<file path="src/hsv2rgb_pkg.sv">
// shared types and constants for the hsv to rgb palette converter pipeline
// no dependencies; imported by every module of the converter

package hsv2rgb_pkg;

  // field widths
  localparam int HUE_W = 15;
  localparam int FRAC_W = 17;
  localparam int REM_W = 12;

  // one sector spans 60 degrees in 1/64 degree units
  localparam int SECTOR_UNITS = 3840;
  localparam int NUM_CUTS = (2 ** HUE_W - 1) / SECTOR_UNITS;
  localparam int SEC_CNT_W = $clog2(NUM_CUTS + 1);

  // channel term scaled by 65536 * 3840, full scale value
  localparam int MAG_W = 28;
  localparam logic [MAG_W-1:0] ONE_V = MAG_W'(65536 * SECTOR_UNITS);
  localparam int PROD_W = FRAC_W + REM_W;
  localparam int DIFF_W = PROD_W + 1;

  // value times term, then times 17 (255 / 15), then shifted down by 2^40
  localparam int WIDE_W = FRAC_W + MAG_W;
  localparam int SCALED_W = WIDE_W + 5;
  localparam int SCALE_SHIFT = 40;
  localparam int CHAN_BITS = 8;
  localparam int TOP_W = SCALED_W - SCALE_SHIFT;
  localparam int OUT_BITS_DEF = 6;

  // hue sectors, named by the colors they run between
  typedef enum logic [2:0] {
    SEC_RED_YEL = 3'd0,
    SEC_YEL_GRN = 3'd1,
    SEC_GRN_CYN = 3'd2,
    SEC_CYN_BLU = 3'd3,
    SEC_BLU_MAG = 3'd4,
    SEC_MAG_RED = 3'd5
  } sector_t;

  typedef struct packed {
    sector_t sector;
    logic [REM_W-1:0] rem;
    logic [FRAC_W-1:0] sat;
    logic [FRAC_W-1:0] val;
  } sec_item_t;

  // one channel term: positive flag and magnitude
  typedef struct packed {
    logic pos;
    logic [MAG_W-1:0] mag;
  } term_t;

  typedef struct packed {
    term_t red;
    term_t green;
    term_t blue;
    logic [FRAC_W-1:0] val;
  } term_item_t;

endpackage

</file>
<file path="src/hsv2rgb_scale.sv">
// stages four and five: multiplies value by the routed terms, scales to palette codes
// depends on hsv2rgb_pkg

module hsv2rgb_scale #(
  parameter int OUT_BITS = hsv2rgb_pkg::OUT_BITS_DEF
) (
  input  logic clk,
  input  logic rst_n,
  input  logic in_valid,
  output logic in_ready,
  input  hsv2rgb_pkg::term_item_t in_item,
  output logic out_valid,
  input  logic out_ready,
  output logic [OUT_BITS-1:0] red,
  output logic [OUT_BITS-1:0] green,
  output logic [OUT_BITS-1:0] blue
);
  import hsv2rgb_pkg::*;

  // largest value code times the full scale term
  localparam logic [WIDE_W-1:0] PROD_MAX = WIDE_W'(2 ** FRAC_W - 1) * WIDE_W'(ONE_V);

  logic m_valid_r;
  logic m_ready;
  logic [WIDE_W-1:0] m_red_r;
  logic [WIDE_W-1:0] m_green_r;
  logic [WIDE_W-1:0] m_blue_r;

  logic o_valid_r;
  logic o_ready;
  logic [OUT_BITS-1:0] o_red_r;
  logic [OUT_BITS-1:0] o_green_r;
  logic [OUT_BITS-1:0] o_blue_r;

  function automatic logic [WIDE_W-1:0] mul_term(input logic [FRAC_W-1:0] v,
                                                 input term_t t);
    logic [WIDE_W-1:0] prod;
    prod = WIDE_W'(v) * WIDE_W'(t.mag);
    return t.pos ? prod : '0;
  endfunction

  // times 17, keep the integer part, clamp to 255, keep the top bits
  function automatic logic [OUT_BITS-1:0] to_code(input logic [WIDE_W-1:0] x);
    logic [SCALED_W-1:0] y;
    logic [TOP_W-1:0] top;
    logic [CHAN_BITS-1:0] chan;
    y = {x, 4'b0000} + SCALED_W'(x);
    top = y[SCALED_W-1:SCALE_SHIFT];
    if (top > TOP_W'(2 ** CHAN_BITS - 1)) begin
      chan = '1;
    end else begin
      chan = top[CHAN_BITS-1:0];
    end
    return chan[CHAN_BITS-1 -: OUT_BITS];
  endfunction

  assign o_ready = !o_valid_r || out_ready;
  assign m_ready = !m_valid_r || o_ready;
  assign in_ready = m_ready;

  // multiply stage
  always_ff @(posedge clk) begin
    if (!rst_n) begin
      m_valid_r <= 1'b0;
    end else if (m_ready) begin
      m_valid_r <= in_valid;
    end
  end

  always_ff @(posedge clk) begin
    if (m_ready && in_valid) begin
      m_red_r <= mul_term(in_item.val, in_item.red);
      m_green_r <= mul_term(in_item.val, in_item.green);
      m_blue_r <= mul_term(in_item.val, in_item.blue);
    end
  end

  // output register
  always_ff @(posedge clk) begin
    if (!rst_n) begin
      o_valid_r <= 1'b0;
    end else if (o_ready) begin
      o_valid_r <= m_valid_r;
    end
  end

  always_ff @(posedge clk) begin
    if (o_ready && m_valid_r) begin
      o_red_r <= to_code(m_red_r);
      o_green_r <= to_code(m_green_r);
      o_blue_r <= to_code(m_blue_r);
    end
  end

  assign out_valid = o_valid_r;
  assign red = o_red_r;
  assign green = o_green_r;
  assign blue = o_blue_r;

  // value times term never exceeds the largest value at full scale
  a_prod_range: assert property (@(posedge clk) disable iff (!rst_n)
    m_valid_r |-> m_red_r <= PROD_MAX
      && m_green_r <= PROD_MAX
      && m_blue_r <= PROD_MAX)
    else $error("value times term out of range");

  // multiply stage keeps its item while the output is held
  a_hold: assert property (@(posedge clk) disable iff (!rst_n)
    m_valid_r && !o_ready |=> m_valid_r && $stable(m_red_r) && $stable(m_blue_r))
    else $error("multiply stage lost an item under stall");

endmodule

</file>
<file path="config.mk">
export PLATFORM = sky130hd
export DESIGN_NAME = hsv2rgb_scale
export DESIGN_NICKNAME = d
export VERILOG_FILES = /design/src/hsv2rgb_pkg.sv /design/src/hsv2rgb_scale.sv
export SDC_FILE = /design/constraint.sdc
export NUM_CORES = 2
export LEC_CHECK = 0
export BUFFER_PORTS_ARGS = -buffer_cell sky130_fd_sc_hd__buf_4
export CORE_AREA = 2 2 295 297
export DETAILED_ROUTE_END_ITERATION = 10
export DIE_AREA = 0 0 297 299
export PLACE_DENSITY_LB_ADDON = 0.15
export SYNTH_ARGS = -nofsm -noshare
export SYNTH_HDL_FRONTEND = slang
export SYNTH_SLANG_ARGS = --single-unit
</file>
<file path="constraint.sdc">
create_clock -name clk -period 11.05 [get_ports clk]
set_input_delay 2.7625 -clock clk [delete_from_list [all_inputs] [get_ports clk]]
set_output_delay 2.7625 -clock clk [all_outputs]
set_load 0.005 [all_outputs]
</file>
==> flow_summary.ini <==
[clocking]
worstSkewPairLatency_ns = 0.52
cts_hold_buf = 0
clkSinkCount = 155
clockBufferDepth = 2
htree_num_levels = 4
cts_made_buffers = 17
cts_tree = yes
post_cts_buffers = 0
clk_pin_slew_ns = 0.07
cts_root_buf = clkbuf_16
post_cts_resized = 0

[synthesis]
synth_ff_type = edfxtp_1
ys_seq_area_share_pct = 8.36
yosysUniqueCellTypes = 84
synthArstFlopShare_pct = 0
synthMuxAreaShare_pct = 0.201
synthAdderAreaFrac_pct = 52.9
postSynthAreaPerCell_um2 = 8.81
ys_seq_elements = 155
synth_top_family_by_area = adder cells
synth_compound_area_share_pct = 8.08
synth_cells = 6292
syn-cell-area_um2 = 55400
synth_xor_xnor_area_share_pct = 1.45
synth_edf_count = 153
ys.warnings.count = 0
synthesis.nets = 8044
synth_simple_gate_area_share_pct = 17.4

[final_layout]
layout-drive-gt1-share_pct = 3.47
finalNetCount = 7929
syn2layout_area_growth_pct = 3.82

[critical_path]
crit_path_cell_trace = buf_4 > buf_4 > nand2_1 > fa_1 > fa_1 > fa_1 > inv_1 > fa_1 > fa_1 > inv_1 > fa_1 > inv_1 > ha_1 > a21o_1 > or2_2 > a211oi_1 > o211ai_1 > o221ai_2 > o31ai_1 > a311oi_1 > mux2i_1
crit_slowest_cell = buf_4
arrival_ns = 9.54
crit_path_max_fanout = 65
critPathLaunchType = primary input
path_common_cell = fa_1
r2r-start = m_green_r[35]
crit_path_end_kind = flop
critPathLaunch = in_item[2]
critical_path_required_ns = 11.31
critPathKind = in2reg
critPathMaxStageDelay_ns = 0.63

[timing]
setup_viol = 0
final.min_clock_period_ns = 9.28
finClkSkew_ns = 0.0190
hold_viol = 0
worst_slew_margin_rel_pct = 18.4
finalMaxSlewViolations = 0
fmax_mhz = 108
post-route-period-util_pct = 84.0
grt_setup_unrepaired = false
worst_pin_slew_ns = 1.22
fin_setup_tns_ns = 0

[die]
initial_utilization_pct = 64.5
io_pins = 128
coreArea_um2 = 85900
fp.dieH_um = 299
die_area_um2 = 88800
rows = 108
die_x_um = 297

[grt]
overflow = 0
grt_pass1_vias = 45514
antenna_found_initial = 3
track_usage_pct = 31.9
grt_pass1_wl_um = 228000
grt_max_degree = 71

[route]
top_layer_used = met4
wl_met2_um = 67400
wl_per_cell_um = 18.3
ant_nets = 0
wl_um = 134000
vias = 41728
vias_per_cell = 5.68
wl_met1_um = 54200
first_pass_iters = 8
drc = 0
initialDrtViolationCount = 2645
wl_met3_um = 8750

[flow_run]
drv_cap = 0

[worst_hold_path]
hp-class = reg2reg
worstHoldStart = m_valid_r

[placed_design]
gp_congestion = 0.895
hpwl_um = 104000
port_buffers = 127

[outcome]
status = completed
cell usage after synthesis, types with 6 or more instances:
library cell | instances | area [µm²]
a21boi_0 | 13 | 97.6
edfxtp_1 | 153 | 4590
o211ai_1 | 16 | 120
nand2_1 | 990 | 3720
a211oi_1 | 25 | 188
nor3_1 | 33 | 165
fa_1 | 1167 | 23400
a211o_1 | 9 | 78.8
o21bai_1 | 21 | 158
and2_1 | 603 | 3770
inv_1 | 1420 | 5330
clkbuf_1 | 289 | 1080
nand2b_1 | 18 | 113
o21a_1 | 27 | 203
a21oi_1 | 195 | 976
and4_1 | 6 | 52.6
nor2b_1 | 29 | 181
xor2_1 | 41 | 359
o21ai_0 | 114 | 571
a21o_1 | 162 | 1220
ha_1 | 477 | 5970
nand4_1 | 32 | 200
xnor2_1 | 51 | 447
nor4_1 | 10 | 62.6
mux2i_1 | 10 | 100
nor2_1 | 137 | 514
or3_1 | 11 | 68.8
nand3_1 | 55 | 275
and3_1 | 32 | 200
a31oi_1 | 22 | 138
o2111ai_1 | 7 | 61.3
nor3b_1 | 10 | 75.1
a31o_2 | 9 | 78.8
registers in the layout, summed over array words and instances (netlist names):
register	flops
m_red_r	45
red	6
m_valid_r	1
m_green_r	45
out_valid	1
green	6
m_blue_r	45
blue	6
per-layer routing:
| layer | track usage [%] | vias to the layer above |
|---|---|---|
| met5 | 0 | - |
| met3 | 4.51 | 268 |
| met4 | 9.31 | 0 |
| li1 | - | 18832 |
| met1 | 41.4 | 21160 |
| met2 | 56.0 | 1468 |
layout make-up:
type / count / area [µm²]
Multi-Input combinational cell: 4423 / 44400
Timing Repair Buffer: 158 / 1190
Antenna cell: 3 / 7.51
Tap cell: 1155 / 1450
Clock inverter: 15 / 144
Inverter: 1422 / 5340
Sequential cell: 155 / 4630
Fill cell: 7206 / 28400
Clock buffer: 17 / 425
worst paths after layout:
check        slack, ns  depth (start not counted)             to
min reg2reg       0.53                          1      out_valid
max               1.77                         21  m_green_r[41]
max reg2reg       7.84                          8       green[3]
min               0.53                          1      out_valid
cells by family after synthesis:
| kind of cell | count (synthesis) |
|---|---|
| adder cells (fa/ha/maj) | 1644 |
| AO/OA/AOI/OAI | 683 |
| AND/OR/NAND/NOR | 1993 |
| multiplexers | 11 |
| flip-flops | 155 |
| buffers and inverters | 1714 |
| XOR/XNOR | 92 |
layout by cell type, fill, tap and decap left out, types with 33 or more instances in the layout:
master,count
xnor2_1,51
a21o_1,162
inv_1,1420
and2_1,602
o21ai_0,114
xor2_1,41
nand3_1,55
a21oi_1,195
fa_1,1167
nand2_1,990
nor3_1,33
buf_4,158
ha_1,477
nor2_1,137
edfxtp_1,153
worst max-delay path: cells and delay by family:
family          cells  cell delay, ns
simple gates        2            0.41
mux                 1            0.12
buf+inv             5            1.19
fa+ha+maj           7            3.36
compound gates      6            1.63
per-stage QoR:
step / setup WS [ns] / instances / util [%] / hold WS (ns) / cell area, µm²
after floorplan: 1.92 / 6292 / - / 0.477 / 55400
after global placement: 1.40 / 7313 / 66.3 / 0.504 / 57000
after detailed placement: 1.31 / 7313 / 66.3 / 0.517 / 57000
after CTS: 1.85 / 7345 / 66.9 / 0.534 / 57500
after global routing: 1.45 / 7347 / 66.9 / 0.567 / 57500
final: 1.77 / 7348 / 66.9 / 0.529 / 57500
Power is not shown: default switching activity piles up to over one toggle a cycle in this logic, so the estimate is an artifact.
