**src/hsv2rgb_pkg.sv**
```systemverilog
// shared types and constants for the hsv to rgb palette converter pipeline
// no dependencies; imported by every module of the converter

package hsv2rgb_pkg;

  // field widths
  localparam int HUE_W = 15;
  localparam int FRAC_W = 17;
  localparam int REM_W = 12;

  // one sector spans 60 degrees in 1/64 degree units
  localparam int SECTOR_UNITS = 3840;
  localparam int NUM_CUTS = (2 ** HUE_W - 1) / SECTOR_UNITS;
  localparam int SEC_CNT_W = $clog2(NUM_CUTS + 1);

  // channel term scaled by 65536 * 3840, full scale value
  localparam int MAG_W = 28;
  localparam logic [MAG_W-1:0] ONE_V = MAG_W'(65536 * SECTOR_UNITS);
  localparam int PROD_W = FRAC_W + REM_W;
  localparam int DIFF_W = PROD_W + 1;

  // value times term, then times 17 (255 / 15), then shifted down by 2^40
  localparam int WIDE_W = FRAC_W + MAG_W;
  localparam int SCALED_W = WIDE_W + 5;
  localparam int SCALE_SHIFT = 40;
  localparam int CHAN_BITS = 8;
  localparam int TOP_W = SCALED_W - SCALE_SHIFT;
  localparam int OUT_BITS_DEF = 6;

  // hue sectors, named by the colors they run between
  typedef enum logic [2:0] {
    SEC_RED_YEL = 3'd0,
    SEC_YEL_GRN = 3'd1,
    SEC_GRN_CYN = 3'd2,
    SEC_CYN_BLU = 3'd3,
    SEC_BLU_MAG = 3'd4,
    SEC_MAG_RED = 3'd5
  } sector_t;

  typedef struct packed {
    sector_t sector;
    logic [REM_W-1:0] rem;
    logic [FRAC_W-1:0] sat;
    logic [FRAC_W-1:0] val;
  } sec_item_t;

  // one channel term: positive flag and magnitude
  typedef struct packed {
    logic pos;
    logic [MAG_W-1:0] mag;
  } term_t;

  typedef struct packed {
    term_t red;
    term_t green;
    term_t blue;
    logic [FRAC_W-1:0] val;
  } term_item_t;

endpackage

```
**src/hsv2rgb_terms.sv**
```systemverilog
// stages two and three: forms the p, q and t terms and routes them per sector
// depends on hsv2rgb_pkg

module hsv2rgb_terms (
  input  logic clk,
  input  logic rst_n,
  input  logic in_valid,
  output logic in_ready,
  input  hsv2rgb_pkg::sec_item_t in_item,
  output logic out_valid,
  input  logic out_ready,
  output hsv2rgb_pkg::term_item_t out_item
);
  import hsv2rgb_pkg::*;

  logic a_valid_r;
  logic a_ready;
  sector_t a_sector_r;
  logic [FRAC_W-1:0] a_val_r;
  logic [PROD_W-1:0] a_sp_r;
  logic [PROD_W-1:0] a_sq_r;
  logic [PROD_W-1:0] a_st_r;
  logic [REM_W-1:0] crem;

  logic b_valid_r;
  logic b_ready;
  term_item_t b_item_r;
  term_item_t b_item_nxt;
  term_t v_term;
  term_t p_term;
  term_t q_term;
  term_t t_term;

  function automatic term_t make_term(input logic [PROD_W-1:0] prod);
    logic [DIFF_W-1:0] d;
    term_t t;
    d = DIFF_W'(ONE_V) - DIFF_W'(prod);
    t.pos = !d[DIFF_W-1] && (d != '0);
    t.mag = d[MAG_W-1:0];
    return t;
  endfunction

  // ready chain from the back
  assign b_ready = !b_valid_r || out_ready;
  assign a_ready = !a_valid_r || b_ready;
  assign in_ready = a_ready;

  // stage a: saturation products
  assign crem = REM_W'(SECTOR_UNITS) - in_item.rem;

  always_ff @(posedge clk) begin
    if (!rst_n) begin
      a_valid_r <= 1'b0;
    end else if (a_ready) begin
      a_valid_r <= in_valid;
    end
  end

  always_ff @(posedge clk) begin
    if (a_ready && in_valid) begin
      a_sector_r <= in_item.sector;
      a_val_r <= in_item.val;
      a_sp_r <= PROD_W'(in_item.sat) * PROD_W'(SECTOR_UNITS);
      a_sq_r <= PROD_W'(in_item.sat) * PROD_W'(in_item.rem);
      a_st_r <= PROD_W'(in_item.sat) * PROD_W'(crem);
    end
  end

  // stage b: terms and sector routing
  always_comb begin
    v_term.pos = 1'b1;
    v_term.mag = ONE_V;
    p_term = make_term(a_sp_r);
    q_term = make_term(a_sq_r);
    t_term = make_term(a_st_r);
  end

  always_comb begin
    b_item_nxt.val = a_val_r;
    case (a_sector_r)
      SEC_RED_YEL: begin
        b_item_nxt.red = v_term;
        b_item_nxt.green = t_term;
        b_item_nxt.blue = p_term;
      end
      SEC_YEL_GRN: begin
        b_item_nxt.red = q_term;
        b_item_nxt.green = v_term;
        b_item_nxt.blue = p_term;
      end
      SEC_GRN_CYN: begin
        b_item_nxt.red = p_term;
        b_item_nxt.green = v_term;
        b_item_nxt.blue = t_term;
      end
      SEC_CYN_BLU: begin
        b_item_nxt.red = p_term;
        b_item_nxt.green = q_term;
        b_item_nxt.blue = v_term;
      end
      SEC_BLU_MAG: begin
        b_item_nxt.red = t_term;
        b_item_nxt.green = p_term;
        b_item_nxt.blue = v_term;
      end
      default: begin
        b_item_nxt.red = v_term;
        b_item_nxt.green = p_term;
        b_item_nxt.blue = q_term;
      end
    endcase
  end

  always_ff @(posedge clk) begin
    if (!rst_n) begin
      b_valid_r <= 1'b0;
    end else if (b_ready) begin
      b_valid_r <= a_valid_r;
    end
  end

  always_ff @(posedge clk) begin
    if (b_ready && a_valid_r) begin
      b_item_r <= b_item_nxt;
    end
  end

  assign out_valid = b_valid_r;
  assign out_item = b_item_r;

  // a positive term never exceeds full scale
  a_mag_bound: assert property (@(posedge clk) disable iff (!rst_n)
    b_valid_r |-> (!b_item_r.red.pos || b_item_r.red.mag <= ONE_V)
      && (!b_item_r.green.pos || b_item_r.green.mag <= ONE_V)
      && (!b_item_r.blue.pos || b_item_r.blue.mag <= ONE_V))
    else $error("channel term above full scale");

  // one channel always carries the full value term
  a_max_chan: assert property (@(posedge clk) disable iff (!rst_n)
    b_valid_r |-> (b_item_r.red.pos && b_item_r.red.mag == ONE_V)
      || (b_item_r.green.pos && b_item_r.green.mag == ONE_V)
      || (b_item_r.blue.pos && b_item_r.blue.mag == ONE_V))
    else $error("no channel holds the value term");

  // product stage keeps its item while the routing stage is held
  a_hold: assert property (@(posedge clk) disable iff (!rst_n)
    a_valid_r && !b_ready |=> a_valid_r && $stable(a_sq_r) && $stable(a_sector_r))
    else $error("product stage lost an item under stall");

endmodule

```
**config.mk**
```make
export PLATFORM = sky130hd
export DESIGN_NAME = hsv2rgb_terms
export DESIGN_NICKNAME = d
export VERILOG_FILES = /design/src/hsv2rgb_pkg.sv /design/src/hsv2rgb_terms.sv
export SDC_FILE = /design/constraint.sdc
export NUM_CORES = 1
export LEC_CHECK = 0
export ABC_AREA = 0
export BUFFER_PORTS_ARGS = -buffer_cell sky130_fd_sc_hd__buf_4
export CAP_MARGIN = 10
export CORE_AREA = 10 10 231 233
export DETAILED_ROUTE_END_ITERATION = 12
export DIE_AREA = 0 0 241 243
export GPL_ROUTABILITY_DRIVEN = 0
export PLACE_DENSITY = 0.67
export SYNTH_ARGS = -nofsm -noshare
export SYNTH_HDL_FRONTEND = slang
export SYNTH_SLANG_ARGS = --single-unit
```
**constraint.sdc**
```tcl
create_clock -name clk -period 16.25 [get_ports clk]
set_input_delay 1.625 -clock clk [delete_from_list [all_inputs] [get_ports clk]]
set_output_delay 1.625 -clock clk [all_outputs]
set_load 0.01 [all_outputs]
```
==> results.yml <==
cells_and_area:
  diodes: 0
  syn_to_final_growth_pct: 9.30
  final_common_cell: "inv_1"
  fin_cells: 3193
  drive_gt1_frac: 0.0860
  fin_nets: 3105
  final_cell_mix: "369 x inv_1, 347 x nand2_1, 331 x fa_1"
setup_path:
  startpoint_type: "input pin"
  crit_arrival_ps: 8160
  critical_path_required_ps: 16480
  r2r-end: "out_item[45]$_DFFE_PP_"
  end_kind: "register"
  critical_path_class: "input pin to register"
  r2r.worst_path.cells: 10
  r2r-start: "a_sq_r[0]$_DFFE_PP_"
  worstPathMaxFanout: 20
  r2r_slack_ps: 12000
clock_network:
  cts_tree: "built"
  cts_root_buf: "clkbuf_16"
  cts_sinks: 204
  htree_levels: 1
  post-cts-setup-buffers: 0
  cts_resized: 0
  clk_pin_slew_ps: 70
  clockBufferDepth: 3
  hold_buffers: 0
  cts_made_buffers: 19
  clk_latency_ps: 510
floorplanning:
  fp.dieW_um: 241
  start_util: 0.495
  rows: 81
  core_um2: 48600
  die_y_um: 243
  io_pins: 159
  dieArea_um2: 58600
sta:
  fin_crit_ps: 7930
  period_share: 0.488
  maxSlewViolCount: 0
  setup_violations: 0
  hold_violations: 0
  fin_worst_skew_ps: 20.5
  hold_slack_ps: 417
  rsz0062_at_grt: "no"
  worstMarginPinSlew_ps: 1360
  fin_tns_setup_ps: 0
  timing.fmax_mhz: 126
  relSlewSlack: 0.0893
route:
  routed_wirelength_um: 62300
  routedWlPerCell_um: 19.5
  drc: 0
  viasPerCell: 5.69
  dr_total_vias: 18157
  postRouteAntennaNets: 0
  first_iter_violations: 1490
  drt_pass1_iterations: 6
power_and_ir_drop:
  ir_drop_v: 0.000183
  p_per_area_nw_per_um2: 185
  p_leak_nw: 11.7
  power_w: 0.00487
logic_synthesis:
  synth_edf_count: 202
  synth_nets: 3028
  netlist_area_um2: 24100
  netlist_instances: 2482
  synth_cell_types: 81
  syn_area_per_cell_um2: 9.70
  synthArstFlopShare: 0
  synth_ff_type: "edfxtp_1"
  ys_warn_count: 0
  ys_ff_latch: 204
  ys_seq_area_frac: 0.254
grt:
  globalRouteTotalUtil: 0.213
  grt_pass1_vias: 18737
  antenna_found_initial: 1
  grt_max_degree: 79
  grt_overflow: 0
  grt_pass1_wl_um: 100000
run:
  maxCapViolations: 0
placed_design:
  dpl.hpwl_um: 49000
  port_buffers: 158
  placedCellCount: 3160
status:
  status: "finished clean"
worst_hold_path:
  whs_path_depth: 0
  hold_class: "register to register"
  hp-start: "a_val_r[8]$_DFFE_PP_"
  min_to: "out_item[8]$_DFFE_PP_"
[report_power, final]
part,internal [W],switching (W)
registers,0.000886,0.000125
logic,0.00140,0.00203
clock network,0.000241,0.000188
total,0.00253,0.00234
[synth_stat cells (6+ instances only)]
master | count | area, um^2
inv_1 | 369 | 1390
nand2_1 | 347 | 1300
fa_1 | 331 | 6630
edfxtp_1 | 202 | 6070
ha_1 | 162 | 2030
and2_1 | 145 | 907
nor2_1 | 112 | 420
clkbuf_1 | 97 | 364
xnor2_1 | 89 | 780
a21oi_1 | 86 | 430
o21ai_0 | 59 | 295
nand3_1 | 46 | 230
nor3_1 | 41 | 205
xor2_1 | 37 | 324
a21o_1 | 25 | 188
or3_1 | 25 | 156
a22oi_1 | 21 | 158
nor4_1 | 19 | 119
and3_1 | 16 | 100
o22ai_1 | 16 | 100
or4_1 | 16 | 120
a31oi_1 | 15 | 93.8
buf_1 | 15 | 56.3
a211oi_1 | 14 | 105
o31ai_1 | 13 | 97.6
nor2b_1 | 10 | 62.6
nand2b_1 | 8 | 50.1
o21a_1 | 8 | 60.1
or2_2 | 8 | 50.1
a221oi_1 | 7 | 61.3
o211ai_1 | 7 | 52.6
o31a_1 | 7 | 61.3
mux2i_1 | 6 | 60.1
nand3b_1 | 6 | 45.0
nand4_1 | 6 | 37.5
[per-stage QoR]
stage               area, um^2  utilization  setup slack (ps)
floorplan                24100            -              8760
global placement         25700        0.529              7970
detailed placement       25700        0.529              7830
CTS                      26300        0.541              8340
global route             26300        0.541              7790
finish                   26300        0.541              8320
[cell type report]
| cell class | instances | area, um^2 |
|---|---|---|
| Fill cell | 4287 | 22300 |
| Multi-Input combinational cell | 1792 | 16200 |
| Sequential cell | 204 | 6110 |
| Inverter | 371 | 1390 |
| Timing Repair Buffer | 171 | 1280 |
| Tap cell | 622 | 778 |
| Clock buffer | 26 | 512 |
| Clock inverter | 7 | 81.3 |
[worst max-delay path, cell delays in order]
cell and delay [ps]:
buf_4 200, nor2_1 170, nand2_1 80, nor3_1 190, nand3_1 130, nand2_1 90, xor2_1 930, nand2_1 210
fa_1 550, fa_1 490, inv_1 50, fa_1 380, fa_1 510, inv_1 50, fa_1 470, inv_1 40
ha_1 350, a21o_1 200, a21o_1 170, a21oi_1 140, o21ai_0 230, a41o_1 350, a211oi_1 380, o211ai_1 160
[flip-flops by register name (all words and copies together), names as in the netlist]
name,count
a_sector_r,3
a_valid_r,1
a_st_r,28
a_sp_r,21
a_val_r,17
out_item,104
out_valid,1
a_sq_r,29
[per-layer routing]
layer,routed length [um],vias up,share of wire,track usage
li1,-,8322,-,-
met1,26300,8901,0.42,0.282
met2,28600,796,0.46,0.346
met3,5170,138,0.083,0.0324
met4,2300,0,0.037,0.0817
met5,0,-,0,0
[worst max path at each step]
stage          cells past startpoint   startpoint                   end
2_1_floorplan                     22  in_item[36]  a_st_r[27]$_DFFE_PP_
3_3_place_gp                      24  in_item[36]  a_st_r[27]$_DFFE_PP_
3_5_place_dp                      24  in_item[36]  a_st_r[27]$_DFFE_PP_
4_1_cts                           24  in_item[36]  a_st_r[27]$_DFFE_PP_
5_1_grt                           25  in_item[36]  a_st_r[26]$_DFFE_PP_
6_report                          24  in_item[36]  a_st_r[27]$_DFFE_PP_
[kinds of logic (layout without fill, tap and decap cells)]
logic type               Yosys count  count (layout)  share of synthesized area
AO/OA/AOI/OAI                    332             332                     0.0904
XOR/XNOR                         126             126                     0.0459
adder cells (fa/ha/maj)          493             493                      0.360
buffers and inverters            486             575                     0.0762
flip-flops                       204             204                      0.254
multiplexers                       8               8                    0.00343
AND/OR/NAND/NOR                  833             833                      0.171
No activity file was read; power rests on OpenSTA's default activity.
