[config.mk]
export PLATFORM = sky130hd
export DESIGN_NAME = hsv2rgb_sector
export DESIGN_NICKNAME = d
export VERILOG_FILES = /design/src/hsv2rgb_pkg.sv /design/src/hsv2rgb_sector.sv
export SDC_FILE = /design/constraint.sdc
export NUM_CORES = 1
export LEC_CHECK = 0
export ABC_AREA = 1
export BUFFER_PORTS_ARGS = -buffer_cell sky130_fd_sc_hd__buf_2
export CAP_MARGIN = 20
export CELL_PAD_IN_SITES_DETAIL_PLACEMENT = 1
export CELL_PAD_IN_SITES_GLOBAL_PLACEMENT = 2
export CORE_MARGIN = 8
export CORE_UTILIZATION = 25
export CTS_BUF_LIST = sky130_fd_sc_hd__clkbuf_8
export DETAILED_ROUTE_END_ITERATION = 6
export MAX_ROUTING_LAYER = met4
export PLACE_DENSITY = 0.86
export REMOVE_ABC_BUFFERS = 1
export SKIP_LAST_GASP = 1
export SYNTH_ARGS = -nofsm -noshare
export SYNTH_HDL_FRONTEND = slang
export SYNTH_SLANG_ARGS = --single-unit
[constraint.sdc]
create_clock -name clk -period 3.2 [get_ports clk]
set_clock_uncertainty 0.05 [all_clocks]
set_input_delay 0.48 -clock clk [delete_from_list [all_inputs] [get_ports clk]]
set_output_delay 0.48 -clock clk [all_outputs]
set_load 0.005 [all_outputs]
[src/hsv2rgb_pkg.sv]
// shared types and constants for the hsv to rgb palette converter pipeline
// no dependencies; imported by every module of the converter

package hsv2rgb_pkg;

  // field widths
  localparam int HUE_W = 15;
  localparam int FRAC_W = 17;
  localparam int REM_W = 12;

  // one sector spans 60 degrees in 1/64 degree units
  localparam int SECTOR_UNITS = 3840;
  localparam int NUM_CUTS = (2 ** HUE_W - 1) / SECTOR_UNITS;
  localparam int SEC_CNT_W = $clog2(NUM_CUTS + 1);

  // channel term scaled by 65536 * 3840, full scale value
  localparam int MAG_W = 28;
  localparam logic [MAG_W-1:0] ONE_V = MAG_W'(65536 * SECTOR_UNITS);
  localparam int PROD_W = FRAC_W + REM_W;
  localparam int DIFF_W = PROD_W + 1;

  // value times term, then times 17 (255 / 15), then shifted down by 2^40
  localparam int WIDE_W = FRAC_W + MAG_W;
  localparam int SCALED_W = WIDE_W + 5;
  localparam int SCALE_SHIFT = 40;
  localparam int CHAN_BITS = 8;
  localparam int TOP_W = SCALED_W - SCALE_SHIFT;
  localparam int OUT_BITS_DEF = 6;

  // hue sectors, named by the colors they run between
  typedef enum logic [2:0] {
    SEC_RED_YEL = 3'd0,
    SEC_YEL_GRN = 3'd1,
    SEC_GRN_CYN = 3'd2,
    SEC_CYN_BLU = 3'd3,
    SEC_BLU_MAG = 3'd4,
    SEC_MAG_RED = 3'd5
  } sector_t;

  typedef struct packed {
    sector_t sector;
    logic [REM_W-1:0] rem;
    logic [FRAC_W-1:0] sat;
    logic [FRAC_W-1:0] val;
  } sec_item_t;

  // one channel term: positive flag and magnitude
  typedef struct packed {
    logic pos;
    logic [MAG_W-1:0] mag;
  } term_t;

  typedef struct packed {
    term_t red;
    term_t green;
    term_t blue;
    logic [FRAC_W-1:0] val;
  } term_item_t;

endpackage

[src/hsv2rgb_sector.sv]
// first pipeline stage: splits the hue into a 60 degree sector and a remainder
// depends on hsv2rgb_pkg

module hsv2rgb_sector (
  input  logic clk,
  input  logic rst_n,
  input  logic in_valid,
  output logic in_ready,
  input  logic [hsv2rgb_pkg::HUE_W-1:0] hue,
  input  logic [hsv2rgb_pkg::FRAC_W-1:0] sat,
  input  logic [hsv2rgb_pkg::FRAC_W-1:0] val,
  output logic out_valid,
  input  logic out_ready,
  output hsv2rgb_pkg::sec_item_t out_item
);
  import hsv2rgb_pkg::*;

  logic valid_r;
  sec_item_t item_r;
  sec_item_t item_nxt;
  logic [SEC_CNT_W-1:0] sec_full;
  logic [HUE_W-1:0] base;
  logic [HUE_W-1:0] rem_full;

  // stage loads when empty or when its item moves on
  assign in_ready = !valid_r || out_ready;

  // sector count by compare against each 60 degree boundary
  always_comb begin
    sec_full = '0;
    base = '0;
    for (int k = 1; k <= NUM_CUTS; k++) begin
      if (hue >= HUE_W'(k * SECTOR_UNITS)) begin
        sec_full = SEC_CNT_W'(k);
        base = HUE_W'(k * SECTOR_UNITS);
      end
    end
  end

  // remainder and sector code; everything past the fifth sector shares it
  always_comb begin
    rem_full = hue - base;
    item_nxt.rem = rem_full[REM_W-1:0];
    item_nxt.sat = sat;
    item_nxt.val = val;
    if (sec_full >= SEC_CNT_W'(SEC_MAG_RED)) begin
      item_nxt.sector = SEC_MAG_RED;
    end else begin
      item_nxt.sector = sector_t'(sec_full[2:0]);
    end
  end

  always_ff @(posedge clk) begin
    if (!rst_n) begin
      valid_r <= 1'b0;
    end else if (in_ready) begin
      valid_r <= in_valid;
    end
  end

  always_ff @(posedge clk) begin
    if (in_ready && in_valid) begin
      item_r <= item_nxt;
    end
  end

  assign out_valid = valid_r;
  assign out_item = item_r;

  // remainder always falls inside one sector
  a_rem_range: assert property (@(posedge clk) disable iff (!rst_n)
    valid_r |-> item_r.rem < REM_W'(SECTOR_UNITS))
    else $error("sector remainder out of range");

  // a held item stays put while the next stage is busy
  a_hold: assert property (@(posedge clk) disable iff (!rst_n)
    valid_r && !out_ready |=> valid_r && $stable(item_r))
    else $error("sector stage lost an item under stall");

endmodule

==> out/qor.csv, run 1 <==
metric,value,unit
grt ovf,0,
Starting Density,25.7,%
"count leader, synth",edfxtp_1,
Finished Cell Area,0.00262,mm2
first-pass GRT wire length,7.48,mm
IO Count,104,
setup violators final,0,
H-tree level count,2,
status,"finished, final reports clean",
critical path class,input pin to register,
die height,102,um
DRC Markers,0,
met2 WL,2.43,mm
CP Launch Point,hue[12],
Die Wd,102,um
Final min period,2.10,ns
Area Growth Syn to Fin,41.4,%
WL final,5.13,mm
Pwr Density,522,mW/mm2
Worst setup EP type,register,
worst r2r src,out_valid,
largest net degree at the start of global routing,50,
clk buf depth,2,
layout cells sized above 1,55.0,%
maximum vdd drop,144,uV
Synth area leaders,"edfxtp_1, nand2_1, ha_1, inv_1, nor2_1",
top sig layer,met4,
cell area after technology mapping,0.00185,mm2
Hold Path Class,input pin to register,
CTS root buf,clkbuf_8,
Slew Limit Fails,0,
Reg2Reg Depth,2,
Placer Congestion,0.849,
Slew @ Worst Pin,0.620,ns
cts hold-fix bufs,0,
RSZ-0062 raised after global routing,no,
"area leader, netlist",edfxtp_1,
Placed Area,0.00251,mm2
Fillers,828,
PortBufs,103,
crit path DAT,2.10,ns
fin util,36.4,%
Sink Count,50,
DR WL/cell,15.6,um
drt pass-1 iters,3,
HPWL after DPL,4.23,mm
wire length on met1,2.14,mm
synthesized netlist cell count,117,
synth warn,0,
ANT cells,0,
met3 routed WL,488,um
Yosys cell types,21,
Tot GR Track Use,9.70,%
period utilization,65.6,%
later-pin clock latency in the skew report,0.29,ns
initial antenna violation count,0,
post-synthesis async set-or-reset flop share,0,%
Final Net Count,285,
Crit path required time,3.20,ns
DR vias,1295,
DR iter-0 viols,28,
Hold Crit Start,val[2],
largest fanout on the critical path,7,
max-cap violation count,0,
"EDFF count, synth",49,
vias in the first global route,1421,
"setup slack, reg-to-reg",1.76,ns
Worst Hold Depth,1,
Via density,3.95,
Rows,31,
#FFs+latches synth,50,
fmax,0.476,GHz
Slew HR,58.7,%
leak pwr,1.16,nW
post-synth top area share,79.4,%
Hold Fails Final Rpt,0,
Core Area,0.00721,mm2
Post-CTS Setup Inserts,0,
CTS resizes,0,
CTS tree,built,
post-route antenna net violation count,0,
DIE AREA,0.0104,mm2
"Primary FF master, synth",edfxtp_1,
list of most frequent post-synthesis cells,"edfxtp_1, nand2_1, inv_1",
"Avg Cell Area, Syn",15.8,um2
hold_ws,0.304,ns
Worst-path clk slew,0.09,ns
CP Launch Type,input pin,
cts bufs inserted,5,
post-synthesis sequential area ratio,80.4,%
[final cells by class]
class | instances | area [um2] | area share [%]
Clock inverter | 3 | 41.3 | 1.57
Multi-Input combinational cell | 51 | 314 | 12.0
Tap cell | 99 | 124 | 4.72
Timing Repair Buffer | 104 | 523 | 19.9
Inverter | 16 | 60.1 | 2.29
Sequential cell | 50 | 1490 | 56.9
Clock buffer | 5 | 68.8 | 2.62
[power by group]
group / internal [W] / switching (W) / leakage, nW
clock network: 0.000230 / 0.000199 / 0.0556
registers: 0.000772 / 0.00000978 / 0.482
logic: 0.0000707 / 0.0000871 / 0.620
total: 0.00107 / 0.000295 / 1.16
[metal layers]
| layer | vias up | track usage [%] |
|---|---|---|
| met5 | - | - |
| met4 | 0 | 4.40 |
| met3 | 4 | 2.52 |
| met2 | 76 | 16.6 |
| met1 | 591 | 10.3 |
| li1 | 624 | - |
[logic make-up (layout without fill, tap and decap cells)]
group                      Yosys count  count (layout)  share of synthesized area, %
AOI/OAI and AO/OA                   13              13                          4.25
xor gates and xnor gates             3               3                          1.42
adders and majority gates            4               4                          3.10
buffers and inverters               16             128                          3.24
DFF                                 50              50                          80.4
and+or+nand+nor                     31              31                          7.56
[path summary, 6_finish.rpt]
| check | to |
|---|---|
| max | out_item[44] |
| min | out_item[2] |
| max reg2reg | out_item[31] |
| min reg2reg | out_valid |
[placed cells by master (no fill, tap or decap), types with 2 or more instances in the layout]
| cell type | n |
|---|---|
| buf_2 | 103 |
| edfxtp_1 | 49 |
| nand2_1 | 18 |
| inv_1 | 10 |
| nor2_1 | 7 |
| inv_2 | 6 |
| clkbuf_8 | 5 |
| nand2_2 | 4 |
| a21oi_1 | 4 |
| ha_1 | 3 |
| a21oi_2 | 2 |
| o21ai_0 | 2 |
| xor2_1 | 2 |
[sequential cells by signal, summed over array words and instances (netlist names)]
name,count
out_item,49
out_valid,1
[critical path, cell delays in order]
cell	delay [ns]
buf_2	0.15
nand2_1	0.13
nor2_1	0.05
nor2_1	0.13
nand2_1	0.07
nand2_1	0.06
nand2_1	0.06
nand2_2	0.08
nand2_2	0.05
a21oi_2	0.11
ha_1	0.16
inv_1	0.05
fa_1	0.37
xor2_1	0.14
[stage by stage]
step,total power (W),cells,setup slack [ns],TNS (ns)
6_report,0.00137,328,1.10,0
2_1_floorplan,0.000860,117,-0.231,-11.30
3_5_place_dp,0.000960,320,0.746,0
4_1_cts,0.00139,328,1.08,0
3_3_place_gp,0.000951,320,0.807,0
5_1_grt,0.00143,328,0.930,0
Note: power is estimated with default switching activity, not from simulation.
==> run 2, diff against run 1 <==
CORE_UTILIZATION = 28   (was 25)
PLACE_DENSITY = 0.91   (was 0.86)
clock period = 2.1 ns   (was 3.2 ns; I/O delays follow)
==> run 2 against run 1 <==
  * Power grew 44%
  * Critical path depth shrank 2
  * Non-clock buffer count grew 13
  * Count of clock-buffer cells in the layout is the same
  * Register-to-register slack lost 0.84 ns
  * First-iteration DRC count grew 11%
  * Worst hold slack lost 0.17 ns
  * Combinational power grew 65%
  * Largest cell class unchanged
  * Highest routed layer unchanged
==> out/qor.csv, run 2 (same netlist as run 1, synthesis figures left out) <==
metric,value,unit,change
Placer Congestion,0.839,,-1.1%
cts hold-fix bufs,0,,unchanged
Finished Cell Area,0.00268,mm2,+2.2%
Final WS setup,0.176,ns,-0.923 ns
pre-CTS setup slack,-0.163,ns,-0.909 ns
CTS tree,built,,
status,"finished, final reports clean",,
drt pass-1 iters,3,,unchanged
CP top delay family,adder cells,,
Slew Limit Fails,0,,unchanged
RSZ-0062 raised after global routing,no,,
maximum vdd drop,455,uV,+220%
Hold Crit Start,hue[6],,
"Power, Total",0.00197,W,+44%
max-cap violation count,0,,unchanged
Final Net Count,298,,+4.6%
DR WL/cell,16.0,um,+2.2%
Pwr Density,735,mW/mm2,+41%
fmax,0.520,GHz,
grt ovf,0,,unchanged
H-tree level count,2,,unchanged
Final min period,1.92,ns,
period utilization,91.6,%,
most frequent cells in the layout,"buf_2, edfxtp_1, nand2_1",,
cells along the critical path,"buf_2, nor2_4, nand2_1, a21oi_2, inv_2, nand2_2, nand2_2, a21oi_2, ha_1, inv_1, fa_1, xor2_1",,
Hold Fails Final Rpt,0,,unchanged
Die Wd,97.4,um,-4.6%
Critical-path top delay cell,fa_1,,
Rows,29,,-6.5%
largest net degree at the start of global routing,50,,unchanged
"most common cell after layout, fill and taps aside",buf_2,,
leak pwr,1.22,nW,+5.3%
vias in the first global route,1514,,+6.5%
WP buf/inv,3,,+1
Worst setup EP type,register,,
Sink Count,50,,unchanged
largest fanout on the critical path,7,,unchanged
Crit path required time,2.10,ns,-1.10 ns
first-pass GRT wire length,7.85,mm,+5.0%
setup violators final,0,,unchanged
CTS root buf,clkbuf_8,,
die height,97.4,um,-4.6%
DR iter-0 viols,31,,+11%
DIE AREA,0.00948,mm2,-9.1%
CP Launch Point,hue[12],,
critical path class,input pin to register,,
Area Growth Syn to Fin,44.5,%,
WL final,5.10,mm,-0.58%
initial antenna violation count,0,,unchanged
Largest register FFs,49,,unchanged
Placed Area,0.00259,mm2,+3.0%
ANT cells,0,,unchanged
cts bufs inserted,5,,unchanged
crit path DAT,1.92,ns,-0.18 ns
DR vias,1377,,+6.3%
post-route antenna net violation count,0,,unchanged
worst r2r src,out_valid,,
Starting Density,29.0,%,+3.3 points
CP Launch Type,input pin,,
Slew HR,81.2,%,+22 points
later-pin clock latency in the skew report,0.29,ns,about the same
Slew @ Worst Pin,0.281,ns,-0.339 ns
clk buf depth,2,,unchanged
IO Count,104,,unchanged
Hold Path Class,input pin to register,,
Tot GR Track Use,10.7,%,+0.98 points
DRC Markers,0,,unchanged
Core Area,0.00639,mm2,-11%
Via density,4.32,,+9.3%
Worst path max stage delay,0.37,ns,about the same
HPWL after DPL,4.24,mm,+0.26%
PortBufs,103,,unchanged
layout cells sized above 1,57.9,%,+2.8 points
Worst-path clk slew,0.09,ns,about the same
==> run 2: power by group <==
group          internal [W]  total, W  switching (W)
clock network      0.000226  0.000518       0.000291
registers           0.00118   0.00119      0.0000168
logic              0.000125  0.000261       0.000135
==> run 2: metal layers <==
| metal | routed length (um) | GRT usage, % | part of all wire, % |
|---|---|---|---|
| met5 | 0 | - | 0 |
| met4 | 49 | 4.20 | 0.96 |
| met3 | 429 | 4.05 | 8.4 |
| met2 | 2380 | 16.8 | 47 |
| met1 | 2240 | 12.0 | 44 |
==> run 2: final timing paths <==
path | endpoint | slack, ns | cells past startpoint
worst min register to register | out_valid | 0.52 | 2
worst max-delay path | out_item[44] | 0.18 | 12
worst max register to register | out_item[19] | 0.92 | 2
worst min-delay path | out_item[40] | 0.14 | 1
==> run 2: timing repair <==
| item | CTS | global route |
|---|---|---|
| resized for setup | 0 | 1 |
| hold endpoints to repair | 0 | 0 |
| endpoints found under the setup margin | 0 | 1 |
| setup buffers | 0 | 1 |
==> run 2: layout make-up <==
cell class / instances / area (um2)
clock buffer: 5 / 68.8
inverter: 16 / 60.1
timing repair buffer: 117 / 633
tap: 77 / 96.3
multi-input combinational: 51 / 317
clock inverter: 3 / 13.8
fill: 719 / 3710
sequential: 50 / 1490
==> run 2: through the flow <==
step	utilization, %	hold slack [ns]	instances	setup TNS, ns
2_1_floorplan	-	0.364	117	-57.16
3_3_place_gp	40.5	0.441	310	-0.0858
3_5_place_dp	40.5	0.444	310	-0.231
4_1_cts	41.8	0.126	318	0
5_1_grt	42.0	0.119	319	0
6_report	42.0	0.137	319	0
==> run 2: worst register-to-register path, cell delays in order (launching register included) <==
cell and delay [ns]:
dfxtp_1 0.36, a21oi_4 0.18, buf_12 0.27
